File: config.mk
export PLATFORM = sky130hd
export DESIGN_NAME = hex20_node_seq
export DESIGN_NICKNAME = d
export VERILOG_FILES = /design/src/rtl/hex20_pkg.sv /design/src/rtl/hex20_node_seq.sv
export VERILOG_INCLUDE_DIRS = /design/src /design/src/rtl
export SDC_FILE = /design/constraint.sdc
export NUM_CORES = 1
export LEC_CHECK = 0
export BUFFER_PORTS_ARGS = -buffer_cell sky130_fd_sc_hd__buf_2
export CORE_ASPECT_RATIO = 1.2
export CORE_MARGIN = 2
export CORE_UTILIZATION = 31
export DETAILED_ROUTE_END_ITERATION = 7
export SYNTH_ARGS = -nofsm -noshare
export SYNTH_HDL_FRONTEND = slang
export SYNTH_SLANG_ARGS = --single-unit
File: constraint.sdc
create_clock -name clk_i -period 2.94 [get_ports clk_i]
set_clock_uncertainty 0.05 [all_clocks]
set_input_delay 0.441 -clock clk_i [delete_from_list [all_inputs] [get_ports clk_i]]
set_output_delay 0.441 -clock clk_i [all_outputs]
set_load 0.005 [all_outputs]
File: src/rtl/hex20_shape_function_eval_macros.svh
// assertion macros shared by the rtl files
`ifndef HEX20_SHAPE_FUNCTION_EVAL_MACROS_SVH
`define HEX20_SHAPE_FUNCTION_EVAL_MACROS_SVH

// same-cycle implication, sampled on clk_i, off during reset
`define HEX20_ASSERT_IMPL(lbl, ante, cons, msg) \
  lbl: assert property (@(posedge clk_i) disable iff (!rst_ni) (ante) |-> (cons)) \
    else $error(msg);

// next-cycle implication, sampled on clk_i, off during reset
`define HEX20_ASSERT_NEXT(lbl, ante, cons, msg) \
  lbl: assert property (@(posedge clk_i) disable iff (!rst_ni) (ante) |=> (cons)) \
    else $error(msg);

`endif

File: src/rtl/hex20_pkg.sv
package hex20_pkg;

  // field widths
  localparam int unsigned CoordW          = 16;
  localparam int unsigned OutW            = 18;
  localparam int unsigned NodeW           = 5;
  localparam int unsigned NodeCount       = 20;
  localparam int unsigned FracBitsDefault = 14;

  // point queue between front and back
  localparam int unsigned QueueDepth = 2;
  localparam int unsigned QPtrW      = (QueueDepth > 1) ? $clog2(QueueDepth) : 1;
  localparam int unsigned QCntW      = $clog2(QueueDepth + 1);

  localparam logic [NodeW-1:0] LastNode = NodeW'(NodeCount - 1);

  // saturation limits of the result fields
  localparam logic signed [OutW-1:0] OutMax = {1'b0, {(OutW-1){1'b1}}};
  localparam logic signed [OutW-1:0] OutMin = {1'b1, {(OutW-1){1'b0}}};

  // axis numbers
  localparam logic [1:0] AxisR = 2'd0;
  localparam logic [1:0] AxisS = 2'd1;
  localparam logic [1:0] AxisT = 2'd2;

  // node coordinate sign along one axis
  typedef enum logic [1:0] {
    SgZero,
    SgPos,
    SgNeg
  } sgn_e;

  typedef struct packed {
    logic signed [CoordW-1:0] r;
    logic signed [CoordW-1:0] s;
    logic signed [CoordW-1:0] t;
  } point_t;

  // node class: corner or mid-edge, and the signs per axis
  typedef struct packed {
    logic       corner;
    logic [1:0] zaxis;
    sgn_e [2:0] sg;
  } node_kind_t;

  // one node handed from the sequencer to the datapath
  typedef struct packed {
    logic             valid;
    logic [NodeW-1:0] node;
    logic             last;
    node_kind_t       kind;
  } issue_t;

  function automatic node_kind_t mk_kind(input sgn_e sr, input sgn_e ss, input sgn_e st);
    node_kind_t k;
    k.sg[0]  = sr;
    k.sg[1]  = ss;
    k.sg[2]  = st;
    k.corner = (sr != SgZero) && (ss != SgZero) && (st != SgZero);
    if (sr == SgZero) begin
      k.zaxis = AxisR;
    end else if (ss == SgZero) begin
      k.zaxis = AxisS;
    end else begin
      k.zaxis = AxisT;
    end
    return k;
  endfunction

  // node table of the 20-node hexahedron
  function automatic node_kind_t node_kind(input logic [NodeW-1:0] n);
    node_kind_t k;
    case (n)
      5'd0:    k = mk_kind(SgNeg,  SgNeg,  SgNeg);
      5'd1:    k = mk_kind(SgPos,  SgNeg,  SgNeg);
      5'd2:    k = mk_kind(SgPos,  SgPos,  SgNeg);
      5'd3:    k = mk_kind(SgNeg,  SgPos,  SgNeg);
      5'd4:    k = mk_kind(SgNeg,  SgNeg,  SgPos);
      5'd5:    k = mk_kind(SgPos,  SgNeg,  SgPos);
      5'd6:    k = mk_kind(SgPos,  SgPos,  SgPos);
      5'd7:    k = mk_kind(SgNeg,  SgPos,  SgPos);
      5'd8:    k = mk_kind(SgZero, SgNeg,  SgNeg);
      5'd9:    k = mk_kind(SgPos,  SgZero, SgNeg);
      5'd10:   k = mk_kind(SgZero, SgPos,  SgNeg);
      5'd11:   k = mk_kind(SgNeg,  SgZero, SgNeg);
      5'd12:   k = mk_kind(SgZero, SgNeg,  SgPos);
      5'd13:   k = mk_kind(SgPos,  SgZero, SgPos);
      5'd14:   k = mk_kind(SgZero, SgPos,  SgPos);
      5'd15:   k = mk_kind(SgNeg,  SgZero, SgPos);
      5'd16:   k = mk_kind(SgNeg,  SgNeg,  SgZero);
      5'd17:   k = mk_kind(SgPos,  SgNeg,  SgZero);
      5'd18:   k = mk_kind(SgPos,  SgPos,  SgZero);
      5'd19:   k = mk_kind(SgNeg,  SgPos,  SgZero);
      default: k = mk_kind(SgZero, SgZero, SgZero);
    endcase
    return k;
  endfunction

endpackage

File: src/rtl/hex20_node_seq.sv
`include "hex20_shape_function_eval_macros.svh"

module hex20_node_seq (
  input  logic                clk_i,
  input  logic                rst_ni,
  input  logic                q_valid_i,
  input  hex20_pkg::point_t   q_point_i,
  output logic                pop_o,
  output hex20_pkg::issue_t   issue_o,
  output hex20_pkg::point_t   point_o
);

  logic                          active_q;
  logic [hex20_pkg::NodeW-1:0]   node_q;
  hex20_pkg::point_t             point_q;
  logic                          at_last;

  assign at_last = (node_q == hex20_pkg::LastNode);

  // take the next point when idle or once the current run hands out its last node
  assign pop_o = q_valid_i && (!active_q || at_last);

  always_ff @(posedge clk_i or negedge rst_ni) begin
    if (!rst_ni) begin
      active_q <= 1'b0;
      node_q   <= '0;
    end else if (pop_o) begin
      active_q <= 1'b1;
      node_q   <= '0;
    end else if (active_q) begin
      if (at_last) begin
        active_q <= 1'b0;
      end else begin
        node_q <= node_q + 1'b1;
      end
    end
  end

  always_ff @(posedge clk_i) begin
    if (pop_o) begin
      point_q <= q_point_i;
    end
  end

  // classify the node for the datapath
  always_comb begin
    issue_o.valid = active_q;
    issue_o.node  = node_q;
    issue_o.last  = at_last;
    issue_o.kind  = hex20_pkg::node_kind(node_q);
  end

  assign point_o = point_q;

  `HEX20_ASSERT_IMPL(a_node_range, active_q, node_q <= hex20_pkg::LastNode,
                     "node counter past last node")

endmodule

* Word level (Yosys, flattened, before mapping)
Memory sizes are Yosys's and may differ from the RTL's.
Index checks and enable logic that the tools add are counted.
** Operators by class
- Reduce and logical (&&, ||, !) cells :: 5
- Multiplexer cells :: 6
- Add/subtract/negate cells :: 1
- Equality and inequality tests :: 2
** Operator list (number)
- 2-to-1 mux 5 bit :: 3
- adder 5 x 1 -> 5 bit (second input constant) :: 1
- == test 5 bit (second input constant) :: 1
- 2-to-1 mux 1 bit :: 3
- != test 2 bit (second input constant) :: 1
- AND reduction 2 bit :: 1
- nonzero test 2 bit :: 1
- logical AND 1 bit :: 1
- logical NOT 1 bit :: 1
- logical OR 1 bit :: 1
** Word-level totals
- Memories :: 1
- ROM bits :: 288
- Word-level logic and storage cells :: 20
- Register bits :: 54
- Input bits :: 51
** Memories
- (name not given) :: words 32, bits a word 9, read ports 1, clocked after Yosys merged registers in 0, wr ports 0, line hex20_pkg.sv:73 : case (n)

* Logic depth before layout (Yosys ltp)
- Word-level depth :: 5
- Gate-level depth with buffers :: 4
- Mapped depth without buffers :: 4

* Worst setup path before layout
OpenSTA, ideal clock, no wires.
- Kind :: register to output
- Start :: register node_q[0] (netlist bit)
- End :: output port pop_o
- Arrival :: 2.327 ns
- Required time :: 2.449 ns
- Cell stages (with the launch flop) :: 5
- Path buffers :: 0
- Slack :: 0.122 ns
- Path through :: dfrtp_1 > ha_1 > nor4bb_4 > nand2b_4 > and2_1
** Between the ends
- Cells in the longest elaborated chain, start to end :: 3
** Ends and longest elaborated chain
- start: declaration :: line hex20_node_seq.sv:14 : logic [hex20_pkg::NodeW-1:0] node_q;
- start signal: assignment :: line hex20_node_seq.sv:34 : node_q <= node_q + 1'b1;
- == test 5 bit :: line hex20_node_seq.sv:18 : assign at_last = (node_q == hex20_pkg::LastNode);
- via at_last :: line hex20_node_seq.sv:16 : logic at_last;
- logical OR 1 bit :: line hex20_node_seq.sv:21 : assign pop_o = q_valid_i && (!active_q || at_last);
- logical AND 1 bit :: line hex20_node_seq.sv:21
- end: declaration :: line hex20_node_seq.sv:8 : output logic pop_o,
The timed path passes the listed nets, and every way through them passes these cells.

* Worst setup path in the final report
- Start :: register node_q[0] (netlist bit)
- End :: output port pop_o
** Between the ends
- Cells in the longest elaborated chain, start to end :: 3
** Ends and longest elaborated chain (line)
- == test 5 bit :: hex20_node_seq.sv:18
- logical OR 1 bit :: hex20_node_seq.sv:21
- logical AND 1 bit :: hex20_node_seq.sv:21
Every way passes these cells.

==> results.py <==
metrics = {
    "clock_tree": {
        "post_cts_buffers": 0,
        "tritoncts": "built",
        "cts_resized": 0,
        "numClockSinks": 54,
        "clk_path_buf_depth": 2,
        "hold_buffers": 1,
        "cts_buffers": 5,
        "clk_latency_ps": 300,
        "path_clk_slew_ps": 90,
        "htreeDepth": 2,
        "root_buffer": "clkbuf_8",
    },
    "synth": {
        "synth_ff_type": "edfxtp_1",
        "synth_edf_count": 48,
        "yosysTopAreaCell": "edfxtp_1",
        "syn_inst": 105,
        "yosysSeqAreaShare_pct": 81.7,
        "ys_seq_elements": 54,
        "synth_cell_types": 27,
        "syn_area_per_cell_um2": 18.5,
        "yosys-top-cells-area": "edfxtp_1 74%, dfrtp_1 7.7%, ha_1 2.6%",
        "synth_area_mm2": 0.00195,
        "synth_warnings": 0,
        "synthesis.nets": 160,
        "yosysMostFrequentCell": "edfxtp_1",
        "synth_common_cells": "48 x edfxtp_1, 7 x nor2_1, 6 x dfrtp_1, 6 x nand2_1",
        "synth_top_cell_area_share_pct": 74.0,
        "synthArstFlopShare_pct": 11.1,
    },
    "global_routing": {
        "grt_antenna_before_repair": 0,
        "gr-usage-all-layers_pct": 11.5,
        "gr-total-overflow": 0,
        "grt_max_degree": 35,
        "grt_pass1_wl_mm": 6.03,
        "grt_pass1_vias": 1170,
    },
    "timing": {
        "fin_crit_sh_pct": 89.8,
        "tns_ps": 0,
        "setup-violations-final": 0,
        "hold_viol_final": 0,
        "slew_violations": 0,
        "fin_ws_ps": 299,
        "rsz0062_at_grt": "no",
        "fmax_ghz": 0.379,
        "max_slew.worst_pin.slew_ps": 486,
        "slew_headroom_pct": 67.6,
        "period_minus_slack_ps": 2640,
    },
    "run": {
        "drv_cap": 0,
    },
    "hold_path": {
        "hold_depth": 1,
        "hold_start": "q_point_i[11]",
        "worstHoldEndpoint": "point_o[11]",
        "hold_class": "input pin to flop",
    },
    "setup_path": {
        "worstSetupPathType": "flop to output pin",
        "timing.rr.end": "point_o[28]",
        "rr_worst_depth": 5,
        "endpoint_kind": "output pin",
        "worstPathMaxFanout": 16,
        "cp.arrival_ps": 2150,
        "worst_ep_required_time_ps": 2450,
        "regToRegStartpoint": "node_q[0]",
        "r2r_slack_ps": 670,
        "cp-start-kind": "flop",
    },
    "routing": {
        "drc": 0,
        "vias": 1293,
        "dr.pass1.iters": 4,
        "routed_wl_mm": 4.09,
        "routedWlPerCell_um": 13.3,
        "antenna_left": 0,
        "drtIter0Drc": 41,
        "vias_per_cell": 4.20,
    },
    "finish": {
        "nets": 280,
        "area_growth_pct": 39.8,
        "antennaDiodeCount": 0,
        "final_core_util_pct": 45.0,
        "final_area_mm2": 0.00272,
        "drive_gt1_share_pct": 56.6,
    },
    "power": {
        "ir_drop_v": 0.000490,
        "leakage_nw": 1.16,
        "pwr_density_cell_mw_per_mm2": 773,
        "p_total_mw": 2.10,
    },
    "floorplan": {
        "die-area_mm2": 0.00693,
        "die_x_um": 76.3,
        "initial_core_util_pct": 32.2,
        "pin_count": 116,
        "fp.dieH_um": 90.8,
        "rows": 31,
        "core_mm2": 0.00605,
    },
    "place": {
        "numPortBuffers": 115,
        "hpwl_mm": 3.02,
        "gp_congestion": 0.824,
        "placed_area_mm2": 0.00262,
        "dp_slack_ps": 627,
    },
    "outcome": {
        "status": "finished clean",
    },
}
==> layout by cell type (no fill, tap or decap), types with 2 or more instances in the layout <==
master,instances
nor2_1,7
nand2b_1,4
edfxtp_1,48
o31ai_1,2
a21oi_1,2
buf_2,115
ha_1,4
clkbuf_8,5
dfrtp_1,6
nand3b_1,2
o21ai_0,3
inv_1,3
nand2_1,6
==> registers in the layout, indices dropped and copies added (netlist names) <==
name and cells:
active_q 1, node_q 5, point_o 48
==> power breakdown <==
part	switching [mW]	leakage [nW]	total (mW)	internal [mW]
registers	0.125	0.502	1.11	0.983
logic	0.289	0.620	0.598	0.309
clock network	0.231	0.0422	0.399	0.168
total	0.645	1.16	2.10	1.46
==> how the worst max path moves through the flow <==
| stage | cells after the start | startpoint | endpoint |
|---|---|---|---|
| final | 5 | node_q[0] | pop_o |
| after global routing | 5 | node_q[0] | pop_o |
| after CTS | 5 | node_q[0] | pop_o |
| after detailed placement | 5 | node_q[0] | pop_o |
| after global placement | 5 | node_q[0] | pop_o |
| after floorplan | 4 | node_q[0] | pop_o |
==> logic make-up after synthesis <==
| kind of cell | Yosys count | synth area share [%] |
|---|---|---|
| compound gates | 11 | 3.79 |
| fa+ha+maj | 4 | 2.57 |
| buf+inv | 7 | 1.80 |
| flops | 54 | 81.7 |
| mux | 3 | 1.86 |
| simple gates | 26 | 8.23 |
==> cell type report <==
cell class                      instances  area (µm²)
Clock inverter                          3        20.0
Multi-Input combinational cell         44         322
Clock buffer                            5        68.8
Fill cell                             558        3330
Tap cell                               82         103
Sequential cell                        54        1590
Timing Repair Buffer                  117         606
Inverter                                3        11.3
==> per-stage QoR <==
stage	instances	hold WS, ps
6_report	308	262
5_1_grt	308	236
4_1_cts	308	248
3_5_place_dp	299	229
3_3_place_gp	299	235
2_1_floorplan	105	95.4
==> layer usage <==
layer | wire length, µm | GRT usage [%] | vias up
met1 | 1790 | 14.4 | 566
met3 | 408 | 4.00 | 8
met4 | 84 | 5.91 | 0
met2 | 1810 | 17.6 | 89
met5 | 0 | 0 | -
li1 | - | - | 630
==> worst max-delay path: stages (launching register included) <==
cell and delay (ps):
dfrtp_1 500, ha_1 300, nor4bb_4 240, nand2b_4 200, and2_2 410, buf_2 190
No activity file was read; power rests on OpenSTA's default activity.
