**src/rtl/hex20_shape_function_eval_macros.svh**
```systemverilog
// assertion macros shared by the rtl files
`ifndef HEX20_SHAPE_FUNCTION_EVAL_MACROS_SVH
`define HEX20_SHAPE_FUNCTION_EVAL_MACROS_SVH

// same-cycle implication, sampled on clk_i, off during reset
`define HEX20_ASSERT_IMPL(lbl, ante, cons, msg) \
  lbl: assert property (@(posedge clk_i) disable iff (!rst_ni) (ante) |-> (cons)) \
    else $error(msg);

// next-cycle implication, sampled on clk_i, off during reset
`define HEX20_ASSERT_NEXT(lbl, ante, cons, msg) \
  lbl: assert property (@(posedge clk_i) disable iff (!rst_ni) (ante) |=> (cons)) \
    else $error(msg);

`endif

```
**src/rtl/hex20_pkg.sv**
```systemverilog
package hex20_pkg;

  // field widths
  localparam int unsigned CoordW          = 16;
  localparam int unsigned OutW            = 18;
  localparam int unsigned NodeW           = 5;
  localparam int unsigned NodeCount       = 20;
  localparam int unsigned FracBitsDefault = 14;

  // point queue between front and back
  localparam int unsigned QueueDepth = 2;
  localparam int unsigned QPtrW      = (QueueDepth > 1) ? $clog2(QueueDepth) : 1;
  localparam int unsigned QCntW      = $clog2(QueueDepth + 1);

  localparam logic [NodeW-1:0] LastNode = NodeW'(NodeCount - 1);

  // saturation limits of the result fields
  localparam logic signed [OutW-1:0] OutMax = {1'b0, {(OutW-1){1'b1}}};
  localparam logic signed [OutW-1:0] OutMin = {1'b1, {(OutW-1){1'b0}}};

  // axis numbers
  localparam logic [1:0] AxisR = 2'd0;
  localparam logic [1:0] AxisS = 2'd1;
  localparam logic [1:0] AxisT = 2'd2;

  // node coordinate sign along one axis
  typedef enum logic [1:0] {
    SgZero,
    SgPos,
    SgNeg
  } sgn_e;

  typedef struct packed {
    logic signed [CoordW-1:0] r;
    logic signed [CoordW-1:0] s;
    logic signed [CoordW-1:0] t;
  } point_t;

  // node class: corner or mid-edge, and the signs per axis
  typedef struct packed {
    logic       corner;
    logic [1:0] zaxis;
    sgn_e [2:0] sg;
  } node_kind_t;

  // one node handed from the sequencer to the datapath
  typedef struct packed {
    logic             valid;
    logic [NodeW-1:0] node;
    logic             last;
    node_kind_t       kind;
  } issue_t;

  function automatic node_kind_t mk_kind(input sgn_e sr, input sgn_e ss, input sgn_e st);
    node_kind_t k;
    k.sg[0]  = sr;
    k.sg[1]  = ss;
    k.sg[2]  = st;
    k.corner = (sr != SgZero) && (ss != SgZero) && (st != SgZero);
    if (sr == SgZero) begin
      k.zaxis = AxisR;
    end else if (ss == SgZero) begin
      k.zaxis = AxisS;
    end else begin
      k.zaxis = AxisT;
    end
    return k;
  endfunction

  // node table of the 20-node hexahedron
  function automatic node_kind_t node_kind(input logic [NodeW-1:0] n);
    node_kind_t k;
    case (n)
      5'd0:    k = mk_kind(SgNeg,  SgNeg,  SgNeg);
      5'd1:    k = mk_kind(SgPos,  SgNeg,  SgNeg);
      5'd2:    k = mk_kind(SgPos,  SgPos,  SgNeg);
      5'd3:    k = mk_kind(SgNeg,  SgPos,  SgNeg);
      5'd4:    k = mk_kind(SgNeg,  SgNeg,  SgPos);
      5'd5:    k = mk_kind(SgPos,  SgNeg,  SgPos);
      5'd6:    k = mk_kind(SgPos,  SgPos,  SgPos);
      5'd7:    k = mk_kind(SgNeg,  SgPos,  SgPos);
      5'd8:    k = mk_kind(SgZero, SgNeg,  SgNeg);
      5'd9:    k = mk_kind(SgPos,  SgZero, SgNeg);
      5'd10:   k = mk_kind(SgZero, SgPos,  SgNeg);
      5'd11:   k = mk_kind(SgNeg,  SgZero, SgNeg);
      5'd12:   k = mk_kind(SgZero, SgNeg,  SgPos);
      5'd13:   k = mk_kind(SgPos,  SgZero, SgPos);
      5'd14:   k = mk_kind(SgZero, SgPos,  SgPos);
      5'd15:   k = mk_kind(SgNeg,  SgZero, SgPos);
      5'd16:   k = mk_kind(SgNeg,  SgNeg,  SgZero);
      5'd17:   k = mk_kind(SgPos,  SgNeg,  SgZero);
      5'd18:   k = mk_kind(SgPos,  SgPos,  SgZero);
      5'd19:   k = mk_kind(SgNeg,  SgPos,  SgZero);
      default: k = mk_kind(SgZero, SgZero, SgZero);
    endcase
    return k;
  endfunction

endpackage

```
**src/rtl/hex20_front.sv**
```systemverilog
`include "hex20_shape_function_eval_macros.svh"

module hex20_front (
  input  logic                clk_i,
  input  logic                rst_ni,
  input  logic                start_i,
  input  hex20_pkg::point_t   point_i,
  output logic                busy_o,
  input  logic                pop_i,
  output logic                valid_o,
  output hex20_pkg::point_t   point_o
);

  logic [hex20_pkg::QPtrW-1:0] wr_ptr_q, wr_ptr_d;
  logic [hex20_pkg::QPtrW-1:0] rd_ptr_q, rd_ptr_d;
  logic [hex20_pkg::QCntW-1:0] cnt_q, cnt_d;
  hex20_pkg::point_t           mem_q [hex20_pkg::QueueDepth];
  logic                        push;

  // queue status
  assign busy_o  = (cnt_q == hex20_pkg::QCntW'(hex20_pkg::QueueDepth));
  assign valid_o = (cnt_q != '0);
  assign push    = start_i && !busy_o;
  assign point_o = mem_q[rd_ptr_q];

  // pointer and fill count update
  always_comb begin
    wr_ptr_d = wr_ptr_q;
    rd_ptr_d = rd_ptr_q;
    cnt_d    = cnt_q;
    if (push) begin
      if (wr_ptr_q == hex20_pkg::QPtrW'(hex20_pkg::QueueDepth - 1)) begin
        wr_ptr_d = '0;
      end else begin
        wr_ptr_d = wr_ptr_q + 1'b1;
      end
    end
    if (pop_i) begin
      if (rd_ptr_q == hex20_pkg::QPtrW'(hex20_pkg::QueueDepth - 1)) begin
        rd_ptr_d = '0;
      end else begin
        rd_ptr_d = rd_ptr_q + 1'b1;
      end
    end
    if (push && !pop_i) begin
      cnt_d = cnt_q + 1'b1;
    end else if (!push && pop_i) begin
      cnt_d = cnt_q - 1'b1;
    end
  end

  always_ff @(posedge clk_i or negedge rst_ni) begin
    if (!rst_ni) begin
      wr_ptr_q <= '0;
      rd_ptr_q <= '0;
      cnt_q    <= '0;
    end else begin
      wr_ptr_q <= wr_ptr_d;
      rd_ptr_q <= rd_ptr_d;
      cnt_q    <= cnt_d;
    end
  end

  // point storage
  always_ff @(posedge clk_i) begin
    if (push) begin
      mem_q[wr_ptr_q] <= point_i;
    end
  end

  `HEX20_ASSERT_IMPL(a_pop_nonempty, pop_i, cnt_q != '0, "point popped from empty queue")
  `HEX20_ASSERT_IMPL(a_cnt_bound, 1'b1,
                     cnt_q <= hex20_pkg::QCntW'(hex20_pkg::QueueDepth),
                     "queue fill count above depth")

endmodule

```
**config.mk**
```make
export PLATFORM = sky130hd
export DESIGN_NAME = hex20_front
export DESIGN_NICKNAME = d
export VERILOG_FILES = /design/src/rtl/hex20_pkg.sv /design/src/rtl/hex20_front.sv
export VERILOG_INCLUDE_DIRS = /design/src /design/src/rtl
export SDC_FILE = /design/constraint.sdc
export NUM_CORES = 1
export LEC_CHECK = 0
export BUFFER_PORTS_ARGS = -buffer_cell sky130_fd_sc_hd__buf_4
export CORE_MARGIN = 2
export CORE_UTILIZATION = 40
export CTS_CLUSTER_DIAMETER = 80
export DETAILED_ROUTE_END_ITERATION = 10
export MAX_ROUTING_LAYER = met4
export PLACE_DENSITY = 0.76
export SETUP_SLACK_MARGIN = 0.2
export SYNTH_ARGS = -nofsm -noshare
export SYNTH_HDL_FRONTEND = slang
export SYNTH_SLANG_ARGS = --single-unit
```
**constraint.sdc**
```tcl
create_clock -name clk_i -period 3.1 [get_ports clk_i]
set_input_delay 0.465 -clock clk_i [delete_from_list [all_inputs] [get_ports clk_i]]
set_output_delay 0.465 -clock clk_i [all_outputs]
set_load 0.1 [all_outputs]
```
======== Word level (Yosys, flattened, before mapping) ========
Memory sizes are Yosys's and may differ from the RTL's.
Cells that the tools add are included.
word-level totals
  register bits ........................... 4
  bits in latches ......................... 0
  bits in writable memories ............... 96
  bits in read-only memories .............. 0
  logic and storage cells ................. 23
  memories ................................ 1
operators by class
  $add $sub $neg .......................... 4
  $mul .................................... 0
  div/mod/pow operators ................... 0
  magnitude comparators ................... 0
  equal/unequal tests ..................... 1
  shift operators ......................... 0
  multiplexer cells ....................... 6
  bitwise logic cells ..................... 0
  reductions and logical operators ........ 8
memory list
  memory  words  width  read ports  clocked after Yosys merged registers in  wr ports  line               source
  mem_q   2      48     1           0                                        1         hex20_front.sv:17  hex20_pkg::point_t mem_q [hex20_pkg::QueueDepth];
operator list
  kind                                               count
  two-way mux 1 bit                                  4
  two-way mux 2 bit                                  2
  nonzero test 2 bit                                 2
  logical AND 1 bit                                  3
  zero test 1 bit                                    3
  adder 1 bit (second input constant)                2
  adder 2 x 1 -> 2 bit (second input constant)       1
  equality test 2 bit (second input constant)        1
  subtractor 2 x 1 -> 2 bit (second input constant)  1

======== Logic depth before layout (Yosys ltp) ========
  word-level depth ........................ 7
  gate-level depth with buffers ........... 7
  depth with buffers taken out ............ 7

======== Least setup slack after synthesis ========
OpenSTA, ideal clock, no wires.
  kind .................................... reg-to-reg
  from .................................... register cnt_q[0] in the netlist's numbering
  to ...................................... memory mem_q[0][0] in the netlist's numbering (enable)
  setup time .............................. 0.454 ns
  arrival time ............................ 2.639 ns
  required time ........................... 2.646 ns
  setup slack ............................. 0.008 ns
  cell stages (with the launch flop) ...... 4
  buffers on the path ..................... 0
  period minus slack after synthesis ...... 3.092 ns
  cells stage by stage .................... dfrtp_1 > nand2b_1 > nand2_1 > nor2_1
between the ends
  cells in the longest elaborated chain, start to end .. 5
RTL lines
  item                                     line               source
  from (decl)                              hex20_front.sv:16  logic [hex20_pkg::QCntW-1:0] cnt_q, cnt_d;
  from (signal assigned)                   hex20_front.sv:60  cnt_q <= cnt_d;
  equality test 2 bit                      hex20_front.sv:21  assign busy_o = (cnt_q == hex20_pkg::QCntW'(hex20_pkg::QueueDepth));
  zero test 1 bit                          hex20_front.sv:23  assign push = start_i && !busy_o;
  logical AND 1 bit                        hex20_front.sv:23
  two-way mux 1 bit                        hex20_front.sv:66  if (push) begin
  two-way mux 1 bit (implied by the code)  hex20_front.sv:67  mem_q[wr_ptr_q] <= point_i;
  to (decl)                                hex20_front.sv:17
No other way between the ends.

==> metrics.csv <==
metric,value,unit
status,"finished, final reports clean",
io_buffers,101,
die_w,100,um
path_clk_slew,0.09,ns
worstPathRequired,2.63,ns
layout-drive-gt1-share,60.6,%
cts_htree_levels,3,
startpoint_type,register,
cp-end-kind,output pin,
slew_violations,0,
cts_tree,done,
fp.coreArea,0.00911,mm^2
hold_path.startpoint,pop_i,
cts_hold_buffers,1,
nFillCells,755,
post_cts_buffers,0,
grt_use_total,12.9,%
critPathMaxStageDelay,0.78,ns
yosysSeqAreaShare,80.5,%
areaGrowthSynthToFinish,30.3,%
worst_slew_pin_slew,0.640,ns
io_pins,102,
min_to,rd_ptr_q,
start_util,40.7,%
antenna_found_initial,0,
drt_first_pass_iters,4,
grt_first_pass_wirelength,9.41,mm
use_met1,14.2,%
n_antenna_cell,0,
cp_max_fo,25,
grt_max_degree,49,
hpwl,4.14,mm
cts_sinks,100,
grt-ovfl-total,0,
die-area,0.0101,mm^2
vias,1861,
critPathKind,register to output pin,
worst-r2r-cell-count,3,
drv_cap,0,
grt_busiest_layer,met2,
grt_pass1_vias,1954,
synth_cells,168,
yosysWarningCount,0,
finClkSkew,0.00694,ns
drcViolationCount,0,
netlist-cell-type-count,16,
worstReg2RegEnd,mem_q[1][34],
hold_path.class,input port to register,
setup_viol,0,
worstSkewPairLatency,0.35,ns
die_y,100,um
synth_seq_cells,100,
crit_slowest_cell,dfrtp_2,
wl,6.20,mm
met3_usage,3.69,%
ant_nets,0,
cp_cell_sequence,buf_12 -> mux2_2 -> buf_4,
num_rows,35,
routed_via_density,4.71,
slew_headroom,57.3,%
fmax,403,MHz
holdPathStages,2,
drtIter0Drc,69,
cts_root_buf,clkbuf_8,
fin_tns_setup,0,ns
reg2reg_slack,1.17,ns
syn_avg_cell_area,22.1,um^2
worst_ep_arrival_time,2.01,ns
rsz0062_at_grt,false,
syn_nets,221,
hold_viol,0,
post_drt_wl_per_cell,15.7,um
regToRegStartpoint,cnt_q[0],
cts_buffer_depth,2,
post-route-period-util,80.0,%
met2_usage,21.7,%
final_nets,332,
whs,0.280,ns
gp_congestion,0.719,
cts_made_buffers,9,
netlist_area,0.00371,mm^2
cts-resized-gates,0,
period_needed,2.48,ns
sequential cells by signal, summed over array words and instances (netlist names):
name and flops:
rd_ptr_q 1, cnt_q 2, mem_q 96, wr_ptr_q 1
synth_stat cells, drive strengths merged:
cell | count | area share [%]
nand2 | 1 | 0.10
xor2 | 3 | 0.71
dfrtp | 4 | 2.7
xnor2 | 2 | 0.47
inv | 3 | 0.30
ha | 1 | 0.34
nand2b | 1 | 0.17
mux2 | 48 | 16
buf | 5 | 1.3
and3 | 1 | 0.17
nor2 | 2 | 0.20
or2 | 1 | 0.17
edfxtp | 96 | 78
cell families after synthesis:
kind of cell  after synthesis  share of synthesized area [%]
buf+inv                     8                           1.62
fa+ha+maj                   1                          0.337
mux                        48                           15.6
flops                     100                           80.5
xor+xnor                    5                           1.18
simple gates                6                          0.810
placed cells by master (no fill, tap or decap):
cell type	count
or2_2	1
mux2_4	10
buf_4	103
clkbuf_8	9
dlygate4sd3_1	1
xor2_1	3
nor2_1	1
dfrtp_2	1
inv_1	3
ha_1	1
clkinv_2	2
nor2_4	1
dfrtp_1	3
bufinv_16	2
xnor2_1	2
edfxtp_1	96
mux2_2	38
inv_6	3
nand2b_1	1
and3_2	1
nand2_1	1
buf_12	1
critical path, delay by kind of cell, from the launching register on:
kind | cells | cell delay [ns]
multiplexers | 1 | 0.36
flip-flops | 1 | 0.78
buffers and inverters | 2 | 0.51
final cells by class:
class	count	area (um^2)	area share, %
clock buffers	9	124	2.56
clock inverters	7	96.3	1.99
inverters	3	11.3	0.233
multi-input cells	60	673	13.9
flip-flops and latches	100	2980	61.8
well taps	111	139	2.87
repair buffers	105	803	16.6
metrics by stage:
stage | setup WS [ns] | cell area, um^2 | std cells | utilization, %
after floorplan | 0.805 | 3710 | 168 | -
after global placement | 0.987 | 4600 | 378 | 50.5
after detailed placement | 0.980 | 4600 | 378 | 50.5
after CTS | 0.572 | 4830 | 395 | 53.0
after global routing | 0.511 | 4830 | 395 | 53.0
final | 0.620 | 4830 | 395 | 53.0
layer usage:
| layer | wire length, um | share of wire [%] |
|---|---|---|
| met5 | 0 | 0 |
| met4 | 112 | 1.8 |
| met3 | 308 | 5.0 |
| met2 | 3270 | 53 |
| met1 | 2510 | 41 |
worst max-delay path by stage:
stage	endpoint	from	depth (start not counted)
3_3_place_gp	point_o[32]	rd_ptr_q	3
3_5_place_dp	point_o[0]	rd_ptr_q	3
4_1_cts	point_o[0]	rd_ptr_q	3
2_1_floorplan	mem_q[0][0]	cnt_q[0]	3
5_1_grt	point_o[27]	rd_ptr_q	3
6_report	point_o[0]	rd_ptr_q	3
Power is not shown: default switching activity piles up to over one toggle a cycle in this logic, so the estimate is an artifact.
